--- config.mk ---
export PLATFORM = sky130hd
export DESIGN_NAME = netstring_deframer_unit_flat
export DESIGN_NICKNAME = d
export VERILOG_FILES = /design/src/design/nsd_pkg.sv /design/src/design/nsd_in_if.sv /design/src/design/nsd_out_if.sv /design/src/design/nsd_front.sv /design/src/design/nsd_back.sv /design/src/design/netstring_deframer_unit.sv /design/src/flat_wrapper.sv
export SDC_FILE = /design/constraint.sdc
export NUM_CORES = 1
export LEC_CHECK = 0
export BUFFER_PORTS_ARGS = -buffer_cell sky130_fd_sc_hd__buf_2
export CAP_MARGIN = 20
export CORE_ASPECT_RATIO = 1.5
export CORE_MARGIN = 10
export CORE_UTILIZATION = 40
export DETAILED_ROUTE_END_ITERATION = 12
export PLACE_DENSITY = 0.53
export SETUP_SLACK_MARGIN = 0.5
export SYNTH_ARGS = -nofsm -noshare
export SYNTH_HDL_FRONTEND = slang
export SYNTH_SLANG_ARGS = --single-unit
--- constraint.sdc ---
create_clock -name clk -period 6.4 [get_ports clk]
set_input_delay 1.28 -clock clk [delete_from_list [all_inputs] [get_ports clk]]
set_output_delay 1.28 -clock clk [all_outputs]
set_load 0.05 [all_outputs]
--- src/design/nsd_pkg.sv ---
// ----------------------------------------------------------------------------
// nsd_pkg: shared types and constants for the netstring deframer
// Byte classes, result kinds, error codes and the queue entry format.
// ----------------------------------------------------------------------------
`timescale 1ns / 1ps

package nsd_pkg;

  // Longest length field, sign included
  localparam logic [3:0] MAX_LENGTH_CHARS = 4'd9;

  // Byte class decided by the front end
  typedef enum logic [2:0] {
    CLS_OTHER,
    CLS_END,
    CLS_DIGIT,
    CLS_COLON,
    CLS_COMMA,
    CLS_PLUS,
    CLS_MINUS,
    CLS_SPACE
  } nsd_class_t;

  // Result kinds
  typedef enum logic [1:0] {
    KIND_PAYLOAD = 2'd0,
    KIND_DONE    = 2'd1,
    KIND_ERROR   = 2'd2
  } nsd_kind_t;

  // Error codes
  typedef enum logic [1:0] {
    ERR_NO_DIGITS = 2'd0,
    ERR_COLON     = 2'd1,
    ERR_END       = 2'd2,
    ERR_COMMA     = 2'd3
  } nsd_err_t;

  // One classified request in the queue
  typedef struct packed {
    logic [7:0] data_byte;
    nsd_class_t cls;
  } nsd_item_t;

endpackage

--- src/design/nsd_in_if.sv ---
// ----------------------------------------------------------------------------
// nsd_in_if: byte stream channel
// Valid/ready channel carrying one stream byte or the end marker.
// ----------------------------------------------------------------------------
`timescale 1ns / 1ps

interface nsd_in_if;
  logic       valid;
  logic       ready;
  logic [7:0] data_byte;
  logic       end_of_input;

  modport source (output valid, output data_byte, output end_of_input, input ready);
  modport sink   (input valid, input data_byte, input end_of_input, output ready);
endinterface

--- src/design/nsd_out_if.sv ---
// ----------------------------------------------------------------------------
// nsd_out_if: deframer result channel
// Valid/ready channel carrying payload bytes, frame-done and error results.
// ----------------------------------------------------------------------------
`timescale 1ns / 1ps

interface nsd_out_if;
  logic        valid;
  logic        ready;
  logic [1:0]  kind;
  logic [7:0]  payload_byte;
  logic [29:0] frame_length;
  logic [1:0]  error_code;

  modport source (output valid, output kind, output payload_byte, output frame_length,
                  output error_code, input ready);
  modport sink   (input valid, input kind, input payload_byte, input frame_length,
                  input error_code, output ready);
endinterface

--- src/design/nsd_front.sv ---
// ----------------------------------------------------------------------------
// nsd_front: byte classifier and request queue
// Classifies each incoming byte and stores it in a short FIFO for the parser.
// ----------------------------------------------------------------------------
`timescale 1ns / 1ps

module nsd_front #(
  parameter int DEPTH = 2
) (
  input  logic               clk,
  input  logic               rst,
  nsd_in_if.sink             stream,
  output logic               item_valid,
  output nsd_pkg::nsd_item_t item,
  input  logic               item_pop
);

  localparam int PW = $clog2(DEPTH);
  localparam int CW = $clog2(DEPTH + 1);

  nsd_pkg::nsd_item_t mem [DEPTH];
  logic [PW-1:0]      wr_ptr;
  logic [PW-1:0]      rd_ptr;
  logic [CW-1:0]      count;
  logic               push;
  logic               pop;
  nsd_pkg::nsd_item_t new_item;

  // Classify the incoming byte
  always_comb begin
    new_item.data_byte = stream.data_byte;
    if (stream.end_of_input) begin
      new_item.cls = nsd_pkg::CLS_END;
    end else if (stream.data_byte >= 8'h30 && stream.data_byte <= 8'h39) begin
      new_item.cls = nsd_pkg::CLS_DIGIT;
    end else if (stream.data_byte == 8'h3A) begin
      new_item.cls = nsd_pkg::CLS_COLON;
    end else if (stream.data_byte == 8'h2C) begin
      new_item.cls = nsd_pkg::CLS_COMMA;
    end else if (stream.data_byte == 8'h2B) begin
      new_item.cls = nsd_pkg::CLS_PLUS;
    end else if (stream.data_byte == 8'h2D) begin
      new_item.cls = nsd_pkg::CLS_MINUS;
    end else if (stream.data_byte == 8'h20 ||
                 (stream.data_byte >= 8'h09 && stream.data_byte <= 8'h0D)) begin
      new_item.cls = nsd_pkg::CLS_SPACE;
    end else begin
      new_item.cls = nsd_pkg::CLS_OTHER;
    end
  end

  assign stream.ready = (count != CW'(DEPTH));
  assign push         = stream.valid && stream.ready;
  assign item_valid   = (count != '0);
  assign pop          = item_pop && item_valid;
  assign item         = mem[rd_ptr];

  // Store pushed requests
  always_ff @(posedge clk) begin
    if (push) begin
      mem[wr_ptr] <= new_item;
    end
  end

  // Advance pointers and fill count
  always_ff @(posedge clk) begin
    if (rst) begin
      wr_ptr <= '0;
      rd_ptr <= '0;
      count  <= '0;
    end else begin
      if (push) begin
        wr_ptr <= (wr_ptr == PW'(DEPTH - 1)) ? '0 : wr_ptr + 1'b1;
      end
      if (pop) begin
        rd_ptr <= (rd_ptr == PW'(DEPTH - 1)) ? '0 : rd_ptr + 1'b1;
      end
      count <= count + CW'(push) - CW'(pop);
    end
  end

  // Fill count never exceeds the depth
  assert property (@(posedge clk) disable iff (rst) count <= CW'(DEPTH))
    else $error("nsd_front: queue overfilled");

  // Pointers agree with the fill count when empty
  assert property (@(posedge clk) disable iff (rst) (count == '0) |-> (wr_ptr == rd_ptr))
    else $error("nsd_front: pointers out of step");

endmodule

--- src/design/nsd_back.sv ---
// ----------------------------------------------------------------------------
// nsd_back: netstring parser and result register
// Walks the length, colon, payload and comma phases, one request per cycle while the result is not stalled.
// ----------------------------------------------------------------------------
`timescale 1ns / 1ps

module nsd_back (
  input  logic               clk,
  input  logic               rst,
  input  logic               item_valid,
  input  nsd_pkg::nsd_item_t item,
  output logic               item_pop,
  nsd_out_if.source          result
);

  typedef enum logic [2:0] {
    PH_IDLE,
    PH_SIGN,
    PH_DIGITS,
    PH_COLON,
    PH_PAYLOAD,
    PH_COMMA
  } phase_t;

  phase_t      phase, phase_next;
  logic [29:0] acc, acc_next;
  logic [3:0]  char_count, char_count_next;
  logic        neg, neg_next;
  logic [29:0] remaining, remaining_next;
  logic [29:0] held, held_next;

  logic               emit;
  nsd_pkg::nsd_kind_t emit_kind;
  nsd_pkg::nsd_err_t  emit_err;
  logic [29:0]        emit_len;

  logic        take;
  logic [29:0] acc_x10;
  logic [29:0] digit_acc;
  logic [3:0]  digit_count;
  logic [29:0] start_len;
  logic [29:0] remaining_dec;

  // Take a request whenever the result register is free or draining
  assign take     = item_valid && (!result.valid || result.ready);
  assign item_pop = take;

  // Length arithmetic
  assign acc_x10       = {acc[26:0], 3'b000} + {acc[28:0], 1'b0};
  assign digit_acc     = acc_x10 + 30'(item.data_byte[3:0]);
  assign digit_count   = char_count + 4'd1;
  assign start_len     = neg ? 30'd0 : acc;
  assign remaining_dec = remaining - 30'd1;

  // Next phase and result
  always_comb begin
    phase_next      = phase;
    acc_next        = acc;
    char_count_next = char_count;
    neg_next        = neg;
    remaining_next  = remaining;
    held_next       = held;
    emit            = 1'b0;
    emit_kind       = nsd_pkg::KIND_ERROR;
    emit_err        = nsd_pkg::ERR_NO_DIGITS;
    emit_len        = '0;

    if (item.cls == nsd_pkg::CLS_END) begin
      phase_next = PH_IDLE;
      emit       = 1'b1;
      emit_err   = nsd_pkg::ERR_END;
    end else begin
      unique case (phase)
        PH_IDLE: begin
          unique case (item.cls)
            nsd_pkg::CLS_SPACE: begin
            end
            nsd_pkg::CLS_PLUS, nsd_pkg::CLS_MINUS: begin
              neg_next        = (item.cls == nsd_pkg::CLS_MINUS);
              acc_next        = '0;
              char_count_next = 4'd1;
              if (4'd1 >= nsd_pkg::MAX_LENGTH_CHARS) begin
                emit = 1'b1;
              end else begin
                phase_next = PH_SIGN;
              end
            end
            nsd_pkg::CLS_DIGIT: begin
              neg_next        = 1'b0;
              acc_next        = 30'(item.data_byte[3:0]);
              char_count_next = 4'd1;
              phase_next      = (4'd1 >= nsd_pkg::MAX_LENGTH_CHARS) ? PH_COLON : PH_DIGITS;
            end
            default: begin
              emit = 1'b1;
            end
          endcase
        end
        PH_SIGN: begin
          if (item.cls == nsd_pkg::CLS_DIGIT) begin
            acc_next        = digit_acc;
            char_count_next = digit_count;
            phase_next = (digit_count >= nsd_pkg::MAX_LENGTH_CHARS) ? PH_COLON : PH_DIGITS;
          end else begin
            phase_next = PH_IDLE;
            emit       = 1'b1;
          end
        end
        PH_DIGITS, PH_COLON: begin
          if (phase == PH_DIGITS && item.cls == nsd_pkg::CLS_DIGIT) begin
            acc_next        = digit_acc;
            char_count_next = digit_count;
            phase_next = (digit_count >= nsd_pkg::MAX_LENGTH_CHARS) ? PH_COLON : PH_DIGITS;
          end else if (item.cls == nsd_pkg::CLS_COLON) begin
            held_next      = start_len;
            remaining_next = start_len;
            phase_next     = (start_len != '0) ? PH_PAYLOAD : PH_COMMA;
          end else begin
            phase_next = PH_IDLE;
            emit       = 1'b1;
            emit_err   = nsd_pkg::ERR_COLON;
          end
        end
        PH_PAYLOAD: begin
          remaining_next = remaining_dec;
          if (remaining_dec == '0) begin
            phase_next = PH_COMMA;
          end
          emit      = 1'b1;
          emit_kind = nsd_pkg::KIND_PAYLOAD;
        end
        PH_COMMA: begin
          phase_next = PH_IDLE;
          emit       = 1'b1;
          if (item.cls == nsd_pkg::CLS_COMMA) begin
            emit_kind = nsd_pkg::KIND_DONE;
            emit_len  = held;
          end else begin
            emit_err = nsd_pkg::ERR_COMMA;
          end
        end
        default: begin
          phase_next = PH_IDLE;
        end
      endcase
    end
  end

  // Hold parser state and the result register
  always_ff @(posedge clk) begin
    if (rst) begin
      phase        <= PH_IDLE;
      char_count   <= '0;
      neg          <= 1'b0;
      result.valid <= 1'b0;
    end else begin
      if (take) begin
        phase      <= phase_next;
        char_count <= char_count_next;
        neg        <= neg_next;
      end
      if (take && emit) begin
        result.valid <= 1'b1;
      end else if (result.ready) begin
        result.valid <= 1'b0;
      end
    end
  end

  // Payload registers
  always_ff @(posedge clk) begin
    if (take) begin
      acc       <= acc_next;
      remaining <= remaining_next;
      held      <= held_next;
      if (emit) begin
        result.kind         <= emit_kind;
        result.payload_byte <= (emit_kind == nsd_pkg::KIND_PAYLOAD) ? item.data_byte : 8'd0;
        result.frame_length <= emit_len;
        result.error_code   <= (emit_kind == nsd_pkg::KIND_ERROR) ? emit_err
                                                                  : nsd_pkg::ERR_NO_DIGITS;
      end
    end
  end

  // Payload phase always has bytes left to pass
  assert property (@(posedge clk) disable iff (rst) (phase == PH_PAYLOAD) |-> (remaining != '0))
    else $error("nsd_back: payload phase with nothing remaining");

  // Length field never grows past the character limit
  assert property (@(posedge clk) disable iff (rst)
      (phase == PH_SIGN || phase == PH_DIGITS || phase == PH_COLON)
      |-> (char_count <= nsd_pkg::MAX_LENGTH_CHARS))
    else $error("nsd_back: length field over limit");

  // A waiting frame-done result reports the latched length
  assert property (@(posedge clk) disable iff (rst)
      (result.valid && result.kind == nsd_pkg::KIND_DONE) |-> (result.frame_length == held))
    else $error("nsd_back: frame length mismatch");

  // A stalled result blocks the parser
  assert property (@(posedge clk) disable iff (rst)
      (result.valid && !result.ready) |-> !take)
    else $error("nsd_back: request taken while result stalled");

endmodule

--- src/design/netstring_deframer_unit.sv ---
// ----------------------------------------------------------------------------
// netstring_deframer_unit: streaming netstring decoder
// Decodes <length>:<payload>, frames from a byte stream, one byte a request.
//
//   channel  role   payload                                      handshake
//   stream   sink   data_byte[7:0], end_of_input                 valid/ready
//   result   source kind[1:0], payload_byte[7:0],                valid/ready
//                   frame_length[29:0], error_code[1:0]
//
// One request per cycle sustained while the result is not stalled; the parser
// handles each byte by a compare, multiply-by-ten with add, or countdown.
// From stream accept to result valid, the request lands in the classifier
// queue at the accept edge and the parser then registers its result in the
// output register.
// Reset is synchronous; the block takes requests the cycle after rst falls.
// The queue of QUEUE_DEPTH entries absorbs result-side stalls; the parser
// holds while an undelivered result sits in the output register.
// ----------------------------------------------------------------------------
`timescale 1ns / 1ps

module netstring_deframer_unit #(
  parameter int QUEUE_DEPTH = 2
) (
  input  logic      clk,
  input  logic      rst,
  nsd_in_if.sink    stream,
  nsd_out_if.source result
);

  logic               item_valid;
  nsd_pkg::nsd_item_t item;
  logic               item_pop;

  nsd_front #(
    .DEPTH (QUEUE_DEPTH)
  ) u_front (
    .clk        (clk),
    .rst        (rst),
    .stream     (stream),
    .item_valid (item_valid),
    .item       (item),
    .item_pop   (item_pop)
  );

  nsd_back u_back (
    .clk        (clk),
    .rst        (rst),
    .item_valid (item_valid),
    .item       (item),
    .item_pop   (item_pop),
    .result     (result)
  );

endmodule
--- src/flat_wrapper.sv ---
// flat-port wrapper written by rule: the top's interface ports become plain ports
module netstring_deframer_unit_flat 
#(
  parameter int QUEUE_DEPTH = 2
)
  (clk, rst, stream_valid, stream_data_byte, stream_end_of_input, stream_ready, result_valid, result_kind, result_payload_byte, result_frame_length, result_error_code, result_ready);
  nsd_in_if stream_i ();
  nsd_out_if result_i ();
  input  logic clk;
  input  logic rst;
  input wire logic [$bits(stream_i.valid)-1:0] stream_valid;
  input wire logic [$bits(stream_i.data_byte)-1:0] stream_data_byte;
  input wire logic [$bits(stream_i.end_of_input)-1:0] stream_end_of_input;
  output wire logic [$bits(stream_i.ready)-1:0] stream_ready;
  output wire logic [$bits(result_i.valid)-1:0] result_valid;
  output wire logic [$bits(result_i.kind)-1:0] result_kind;
  output wire logic [$bits(result_i.payload_byte)-1:0] result_payload_byte;
  output wire logic [$bits(result_i.frame_length)-1:0] result_frame_length;
  output wire logic [$bits(result_i.error_code)-1:0] result_error_code;
  input wire logic [$bits(result_i.ready)-1:0] result_ready;
  assign stream_i.valid = stream_valid;
  assign stream_i.data_byte = stream_data_byte;
  assign stream_i.end_of_input = stream_end_of_input;
  assign stream_ready = stream_i.ready;
  assign result_valid = result_i.valid;
  assign result_kind = result_i.kind;
  assign result_payload_byte = result_i.payload_byte;
  assign result_frame_length = result_i.frame_length;
  assign result_error_code = result_i.error_code;
  assign result_i.ready = result_ready;
  netstring_deframer_unit #(.QUEUE_DEPTH(QUEUE_DEPTH)) u_core (.clk(clk), .rst(rst), .stream(stream_i), .result(result_i));
endmodule
==> metrics.csv, run 1 <==
stage,metric,value,unit
run_status,status,"finished, final reports clean",
clocking,H-tree levels,4,
sta,Slew @ Worst Pin,0.9690,ns
final_layout,fill cell count,2184,
die,Die X,145.2,µm
yosys,yosys warns,0,
yosys,post-synth cell types,65,
die,area of the die,0.03016,mm²
placed_design,routability cong.,0.8340,
sta,"Hold Violations, Final",0,
clocking,Max clock buf depth,2,
worst_hold_path,Min-Delay Path Class,reg -> reg,
clocking,clk root buf,clkbuf_16,
yosys,mapped cell area,0.009402,mm²
global_routing,GRT overflow,0,
yosys,"EDFF count, synth",154,
yosys,Post-Syn Instances,871,
yosys,top-count cell post-synth,edfxtp_1,
clocking,number of buffers created by CTS,17,
critical_path,crit-path leading delay family,compound AO/OA/AOI/OAI gates,
routing,vias per cell,5.376,
routing,1st-iter DRT viols,268,
sta,Max Slew Vio Count,0,
yosys,main area contributors after synthesis,"edfxtp_1 49%, ha_1 8.0%, o21ai_0 3.2%, nor2_1 3.2%, dfxtp_1 3.0%",
final_layout,Area growth syn-to-layout,12.35,%
critical_path,"Largest stage delay, worst path",0.83,ns
sta,RSZ-0062 raised after global routing,no,
yosys,synthesis-stage register bit count,168,
sta,clock skew,0.008316,ns
critical_path,CP cell instances,mux2i_1 > inv_1 > fa_1 > ha_1 > a211oi_1 > o211ai_1 > a221o_1 > a211oi_1 > o221ai_1 > xnor2_1 > nor2_1,
yosys,post-synth top area share,49.19,%
global_routing,vias in the first global route,6777,
flow_run,max-cap viol count,0,
clocking,# Post-CTS Setup Buffers,0,
yosys,most area-hungry cell type in the Yosys netlist,edfxtp_1,
pwr,Max VDD drop,208.1,µV
yosys,Main synth FF type,edfxtp_1,
sta,Rel. slew slack,35.16,%
pwr,Power Dens Cells,424.7,mW/mm²
routing,Final ANT Viol Nets,0,
clocking,CTS Hold Buffers Added,0,
critical_path,Most common cell on crit path,a211oi_1,
pwr,Leakage,3.885,nW
critical_path,CP Class,reg -> reg,
sta,hold_ws,0.5011,ns
global_routing,first-pass GRT wire length,34980,µm
sta,fin crit share,69.87,%
yosys,Mapped Nets,946,
yosys,post-synthesis sequential area ratio,52.17,%
clocking,clk sinks,168,
clocking,clock slew at reported path FFs,0.07,ns
final_layout,Antenna Cells,0,
die,Site Rows,68,
global_routing,GR Util All Layers,14.37,%
critical_path,Buf/Inv on CP,1,
final_layout,Final Non-Filler Cells,1246,
routing,final WL,21430,µm
clocking,cts repair resizes,0,
critical_path,Critical Path AT,4.64,ns
clocking,worst skew pair latency,0.44,ns
die,Initial Util,40.77,%
routing,via count,6698,
critical_path,CP Launch Type,flip-flop,
global_routing,pin count of the biggest net entering global routing,55,
sta,Final setup viols,0,
die,core box area,0.02306,mm²
critical_path,"slowest stage cell, crit path",dfxtp_1,
sta,FMAX,223.6,MHz
critical_path,CP Data Required Time,6.57,ns
critical_path,Crit. End Element,flip-flop,
clocking,CTS tree,done,
placed_design,# port buffers,56,
yosys,asr flop ratio synth,0,%
sta,Setup TNS,0,ns
pwr,Total Power,4.486,mW
die,I/O pin count,57,
routing,drt wl/cell,17.20,µm
final_layout,final net count,995,
yosys,"top cells by count, synth","154 x edfxtp_1, 81 x nor2_1, 64 x nand2_1",
placed_design,post-DP HPWL,15810,µm
critical_path,crit-path max FO,16,
sta,post-route minimum period,4.472,ns
routing,residual DRC count,0,
routing,DR pass1 iterations,5,
placed_design,Post-Place Cells,1216,
yosys,"Avg Cell Area, Syn",10.79,µm²
final_layout,layout cells sized above 1,10.85,%
global_routing,initial antenna violation count,0,
die,height of the die,207.8,µm
-- cell usage in the layout (no fill, tap or decap), types with 4 or more instances in the layout --
master / Yosys / final
a21o_1: 5 / 5
a21oi_1: 35 / 34
o21a_1: 7 / 7
nor3_1: 32 / 32
xnor2_1: 31 / 31
nor3b_1: 8 / 8
mux2i_1: 11 / 11
nand4_1: 7 / 7
o31ai_1: 5 / 5
nor2b_1: 34 / 34
a21boi_0: 4 / 4
inv_1: 27 / 26
a211o_1: 4 / 4
buf_4: 0 / 6
o21bai_1: 4 / 4
o21ai_0: 61 / 61
nand2_1: 64 / 64
a211oi_1: 10 / 10
o22ai_1: 5 / 5
nand3b_1: 6 / 6
nand2b_1: 14 / 14
or4_1: 4 / 4
a31oi_1: 11 / 11
and3_1: 6 / 6
buf_2: 2 / 56
clkbuf_16: 0 / 17
xor2_1: 18 / 18
nand3_1: 17 / 17
nor4_1: 13 / 13
or3_1: 7 / 7
and2_1: 33 / 33
ha_1: 60 / 60
edfxtp_1: 154 / 154
nor2_1: 81 / 80
dfxtp_1: 14 / 14
-- cell families (layout without fill, tap and decap cells) --
logic type	Yosys count	count (layout)	share of synthesized area [%]
fa+ha+maj	63	63	8.517
mux	15	15	1.650
flops	168	168	52.17
compound gates	175	175	11.59
simple gates	342	342	19.04
xor+xnor	49	49	4.565
buf+inv	59	119	2.462
-- registers in the layout (all words and copies together), names as in the netlist, 2 cells and up, named ones only --
signal and count:
u_core.u_back.result.payload_byte 8, u_core.u_front.count 2, u_core.u_back.result.frame_length 30, u_core.u_back.held 30
u_core.u_back.phase 3, u_core.u_back.result.error_code 2, u_core.u_back.char_count 4, u_core.u_back.acc 30
u_core.u_front.mem 22, u_core.u_back.remaining 30, u_core.u_back.result.kind 2
-- power by group --
group          total (mW)  internal, mW  leakage, nW  switching, mW
registers            1.61          1.50         1.54          0.114
logic                1.85         0.594         2.07           1.26
clock network        1.02         0.603        0.275          0.420
-- stage by stage --
stage	util, %	area [µm²]	setup WS, ns
after floorplan	-	9402	2.263
after global placement	43.36	9997	1.943
after detailed placement	43.36	9997	1.868
after CTS	45.81	10560	1.883
after global routing	45.81	10560	1.590
final	45.81	10560	1.928
-- tightest hold or removal path, cell delays in order, from the launching register on --
cell and delay [ns]:
dfxtp_1 0.31, nand2b_1 0.08, a21oi_1 0.06
-- metal layers --
metal  global-route usage, %  vias up  part of all wire [%]  wire [µm]
met5                       0        -                     0          0
met4                   6.485        0                   2.4        517
met3                   3.294       28                   3.0        646
met2                   26.63      101                    54      11600
met1                   15.00     3256                    40       8661
li1                        -     3313                     -          -
-- path summary, 6_finish.rpt --
check                                                 from                          to  slack (ns)  cells after the start
worst min-delay path            u_core.u_back.result.valid  u_core.u_back.result.valid        0.50                      2
worst max register to register                   flip-flop       u_core.u_back.acc[29]        1.93                     11
worst max-delay path                             flip-flop       u_core.u_back.acc[29]        1.93                     11
worst min register to register  u_core.u_back.result.valid  u_core.u_back.result.valid        0.50                      2
-- area by class of cell --
type | count | area [µm²] | share of cell area [%]
sequential | 168 | 4905 | 46.43
multi-input combinational | 644 | 4272 | 40.44
clock buffer | 19 | 432.9 | 4.099
tap | 315 | 394.1 | 3.731
timing repair buffer | 62 | 325.3 | 3.080
clock inverter | 11 | 132.6 | 1.256
inverter | 27 | 101.3 | 0.9595
Note: power is estimated with default switching activity, not from simulation.
==> run 2, diff against run 1 <==
--- a/config.mk
+++ b/config.mk
@@ -5,6 +5,7 @@
 export SDC_FILE = /design/constraint.sdc
 export NUM_CORES = 1
 export LEC_CHECK = 0
+export ABC_AREA = 1
 export BUFFER_PORTS_ARGS = -buffer_cell sky130_fd_sc_hd__buf_2
 export CAP_MARGIN = 20
 export CORE_ASPECT_RATIO = 1.5
==> constraint.sdc (replaced) <==
create_clock -name clk -period 4.5 [get_ports clk]
set_input_delay 0.9 -clock clk [delete_from_list [all_inputs] [get_ports clk]]
set_output_delay 0.9 -clock clk [all_outputs]
set_load 0.05 [all_outputs]
==> run 2 against run 1 <==
Against the previous run: combinational power is 140% higher; clock skew is 0.0015 ns higher; power is 94% higher; via count is 9.3% higher; synthesized area is 2.7% higher; clock power is 44% higher.
==> metrics.csv, run 2 <==
stage,metric,value,unit,change
global_routing,GRT overflow,0,,unchanged
sta,"Hold Violations, Final",0,,unchanged
sta,fin crit share,78.93,%,+9.1 points
critical_path,Reg-to-Reg End,u_core.u_back.acc[26],,
critical_path,Crit. End Element,flip-flop,,
sta,clock skew,0.009797,ns,+0.001481 ns
global_routing,first-pass GRT wire length,38610,µm,+10%
final_layout,layout cells sized above 1,12.18,%,+1.3 points
yosys,most area-hungry cell type in the Yosys netlist,edfxtp_1,,
flow_run,max-cap viol count,0,,unchanged
run_status,status,"finished, final reports clean",,
yosys,mapped cell area,0.009656,mm²,+2.7%
clocking,clock slew at reported path FFs,0.06,ns,about the same
global_routing,GR Util met2,29.87,%,+3.2 points
critical_path,CP Data Required Time,4.69,ns,-1.88 ns
clocking,Max clock buf depth,2,,unchanged
routing,Final ANT Viol Nets,0,,unchanged
critical_path,CP Launch Type,flip-flop,,
final_layout,Final Non-Filler Cells,1485,,+19%
yosys,asr flop ratio synth,0,%,unchanged
clocking,CTS tree,done,,
sta,Slew @ Worst Pin,1.022,ns,+0.05337 ns
pwr,P_int,4.594,mW,+70%
yosys,"Avg Cell Area, Syn",8.875,µm²,-18%
placed_design,post-DP HPWL,18520,µm,+17%
yosys,"EDFF count, synth",154,,unchanged
yosys,Mapped Nets,1163,,+23%
pwr,clock share of power,16.8,%,-6.0 points
global_routing,met1 usage,16.70,%,+1.7 points
clocking,CTS Hold Buffers Added,0,,unchanged
pwr,Psw,4.123,mW,+130%
clocking,# Post-CTS Setup Buffers,0,,unchanged
critical_path,CP Class,reg -> reg,,
placed_design,routability cong.,0.8813,,+5.7%
worst_hold_path,Min-Delay Path Class,reg -> reg,,
routing,1st-iter DRT viols,457,,+71%
final_layout,final net count,1228,,+23%
yosys,"top cells by count, synth","191 x nor2_1, 179 x nand2_1, 154 x edfxtp_1",,
clocking,cts repair resizes,0,,unchanged
yosys,synthesis-stage register bit count,168,,unchanged
final_layout,Area growth syn-to-layout,13.01,%,
final_layout,fill cell count,2310,,+5.8%
die,height of the die,210.3,µm,+1.2%
critical_path,crit path capture,u_core.u_back.acc[26],,
die,I/O pin count,57,,unchanged
routing,vias per cell,4.929,,-8.3%
critical_path,r2r setup slk,0.95,ns,-0.98 ns
yosys,top-count cell post-synth,nor2_1,,
placed_design,Post-Place Cells,1453,,+19%
die,Site Rows,69,,+1.5%
die,core box area,0.02374,mm²,+3.0%
global_routing,pin count of the biggest net entering global routing,43,,-22%
routing,drt wl/cell,15.98,µm,-7.1%
routing,residual DRC count,0,,unchanged
die,Initial Util,40.67,%,-0.11 points
placed_design,post-place setup slack,0.9368,ns,-0.9309 ns
sta,post-route minimum period,3.552,ns,-0.9199 ns
clocking,clk sinks,168,,unchanged
global_routing,initial antenna violation count,0,,unchanged
pwr,Max VDD drop,347.2,µV,+67%
yosys,main area contributors after synthesis,"edfxtp_1 48%, ha_1 7.8%, nor2_1 7.4%, nand2_1 7.0%, inv_1 5.9%",,
sta,FMAX,281.6,MHz,+26%
global_routing,vias in the first global route,7469,,+10%
final_layout,"most common cell after layout, fill and taps aside",nor2_1,,
critical_path,crit-path max FO,10,,-6
sta,Rel. slew slack,31.59,%,-3.6 points
die,area of the die,0.03088,mm²,+2.4%
global_routing,busiest grt layer,met2,,
pwr,Logic pwr share,52.0,%,+11 points
placed_design,placed cell areas,0.01033,mm²,+3.3%
sta,Max Slew Vio Count,0,,unchanged
pwr,sw frac,47.30,%,+7.4 points
pwr,Power Dens Cells,798.9,mW/mm²,+88%
routing,via count,7319,,+9.3%
yosys,yosys warns,0,,unchanged
final_layout,post-route cell area,0.01091,mm²,+3.3%
routing,final WL,23740,µm,+11%
yosys,Post-Syn Instances,1088,,+25%
die,Die X,146.9,µm,+1.2%
sta,RSZ-0062 raised after global routing,no,,
critical_path,R2R depth,15,,+4
final_layout,Antenna Cells,0,,unchanged
global_routing,met3 usage,2.873,%,-0.42 points
placed_design,# port buffers,56,,unchanged
sta,hold_ws,0.4625,ns,-0.03864 ns
sta,Final setup viols,0,,unchanged
clocking,H-tree levels,4,,unchanged
final_layout,most frequent cells in the layout,"191 x nor2_1, 179 x nand2_1, 154 x edfxtp_1, 152 x inv_1, 64 x a21oi_1",,
clocking,number of buffers created by CTS,17,,unchanged
pwr,Leakage,4.660,nW,+20%
pwr,Sequential Power Share,31.2,%,-4.8 points
critical_path,Critical Path AT,3.74,ns,-0.90 ns
routing,DR pass1 iterations,5,,unchanged
yosys,Main synth FF type,edfxtp_1,,
yosys,post-synthesis sequential area ratio,50.80,%,-1.4 points
final_layout,fin util,45.96,%,+0.15 points
yosys,post-synth cell types,51,,-22%
global_routing,GR Util All Layers,15.74,%,+1.4 points
sta,setup ws final,0.9484,ns,-0.9801 ns
clocking,worst skew pair latency,0.44,ns,about the same
sta,Setup TNS,0,ns,unchanged
clocking,clk root buf,clkbuf_16,,
pwr,Total Power,8.717,mW,+94%
yosys,post-synth top area share,47.89,%,-1.3 points
==> run 2: power by group through the flow <==
stage | Clock (mW) | Sequential, mW | Combinational, mW
2_1_floorplan | 0 | 3.30 | 2.79
3_3_place_gp | 0 | 2.75 | 4.51
3_5_place_dp | 0 | 2.76 | 4.57
4_1_cts | 1.50 | 2.73 | 4.58
5_1_grt | 1.56 | 2.77 | 5.14
6_report | 1.47 | 2.72 | 4.53
==> run 2: routing by layer <==
metal / share of wire (%) / wire, µm
met1: 40 / 9567
met2: 54 / 12880
met3: 2.6 / 624
met4: 2.8 / 663
met5: 0 / 0
==> run 2: logic make-up (layout without fill, tap and decap cells) <==
kind of cell,after synthesis,after routing,share of synthesized area (%)
buffers and inverters,180,258,7.036
flip-flops,168,168,50.80
multiplexers,1,1,0.1037
XOR/XNOR,14,14,1.270
adder cells (fa/ha/maj),62,62,8.190
AND/OR/NAND/NOR,477,477,21.42
AO/OA/AOI/OAI,186,186,11.18
==> run 2: worst min path at each step <==
stage | endpoint | cells past startpoint | from | slack [ns]
floorplan | flip-flop | 1 | u_core.u_front.rd_ptr | 0.43
detailed placement | u_core.u_front.rd_ptr | 1 | u_core.u_front.rd_ptr | 0.45
finish | u_core.u_front.rd_ptr | 1 | u_core.u_front.rd_ptr | 0.46
CTS | u_core.u_front.rd_ptr | 1 | u_core.u_front.rd_ptr | 0.46
global placement | u_core.u_front.rd_ptr | 1 | u_core.u_front.rd_ptr | 0.44
global route | flip-flop | 1 | u_core.u_front.rd_ptr | 0.48
==> run 2: layout make-up <==
class,instances,area [µm²],share of cell area (%)
clock buffer,21,460.4,4.220
clock inverter,11,121.4,1.112
inverter,163,611.8,5.607
multi-input combinational,740,4081,37.40
sequential,168,4905,44.95
tap,319,399.1,3.658
timing repair buffer,63,332.8,3.050
==> run 2: critical path, stage by stage (launching register included) <==
cell      delay (ns)
dfxtp_1         0.34
inv_2           0.09
or2_2           0.28
o21ai_0         0.15
inv_1           0.10
fa_1            0.50
fa_1            0.46
nand2_1         0.10
nand3_1         0.06
o21a_1          0.13
a21boi_0        0.45
o211ai_1        0.25
nand3_1         0.12
nand2_1         0.07
o21ai_0         0.16
a21oi_1         0.05
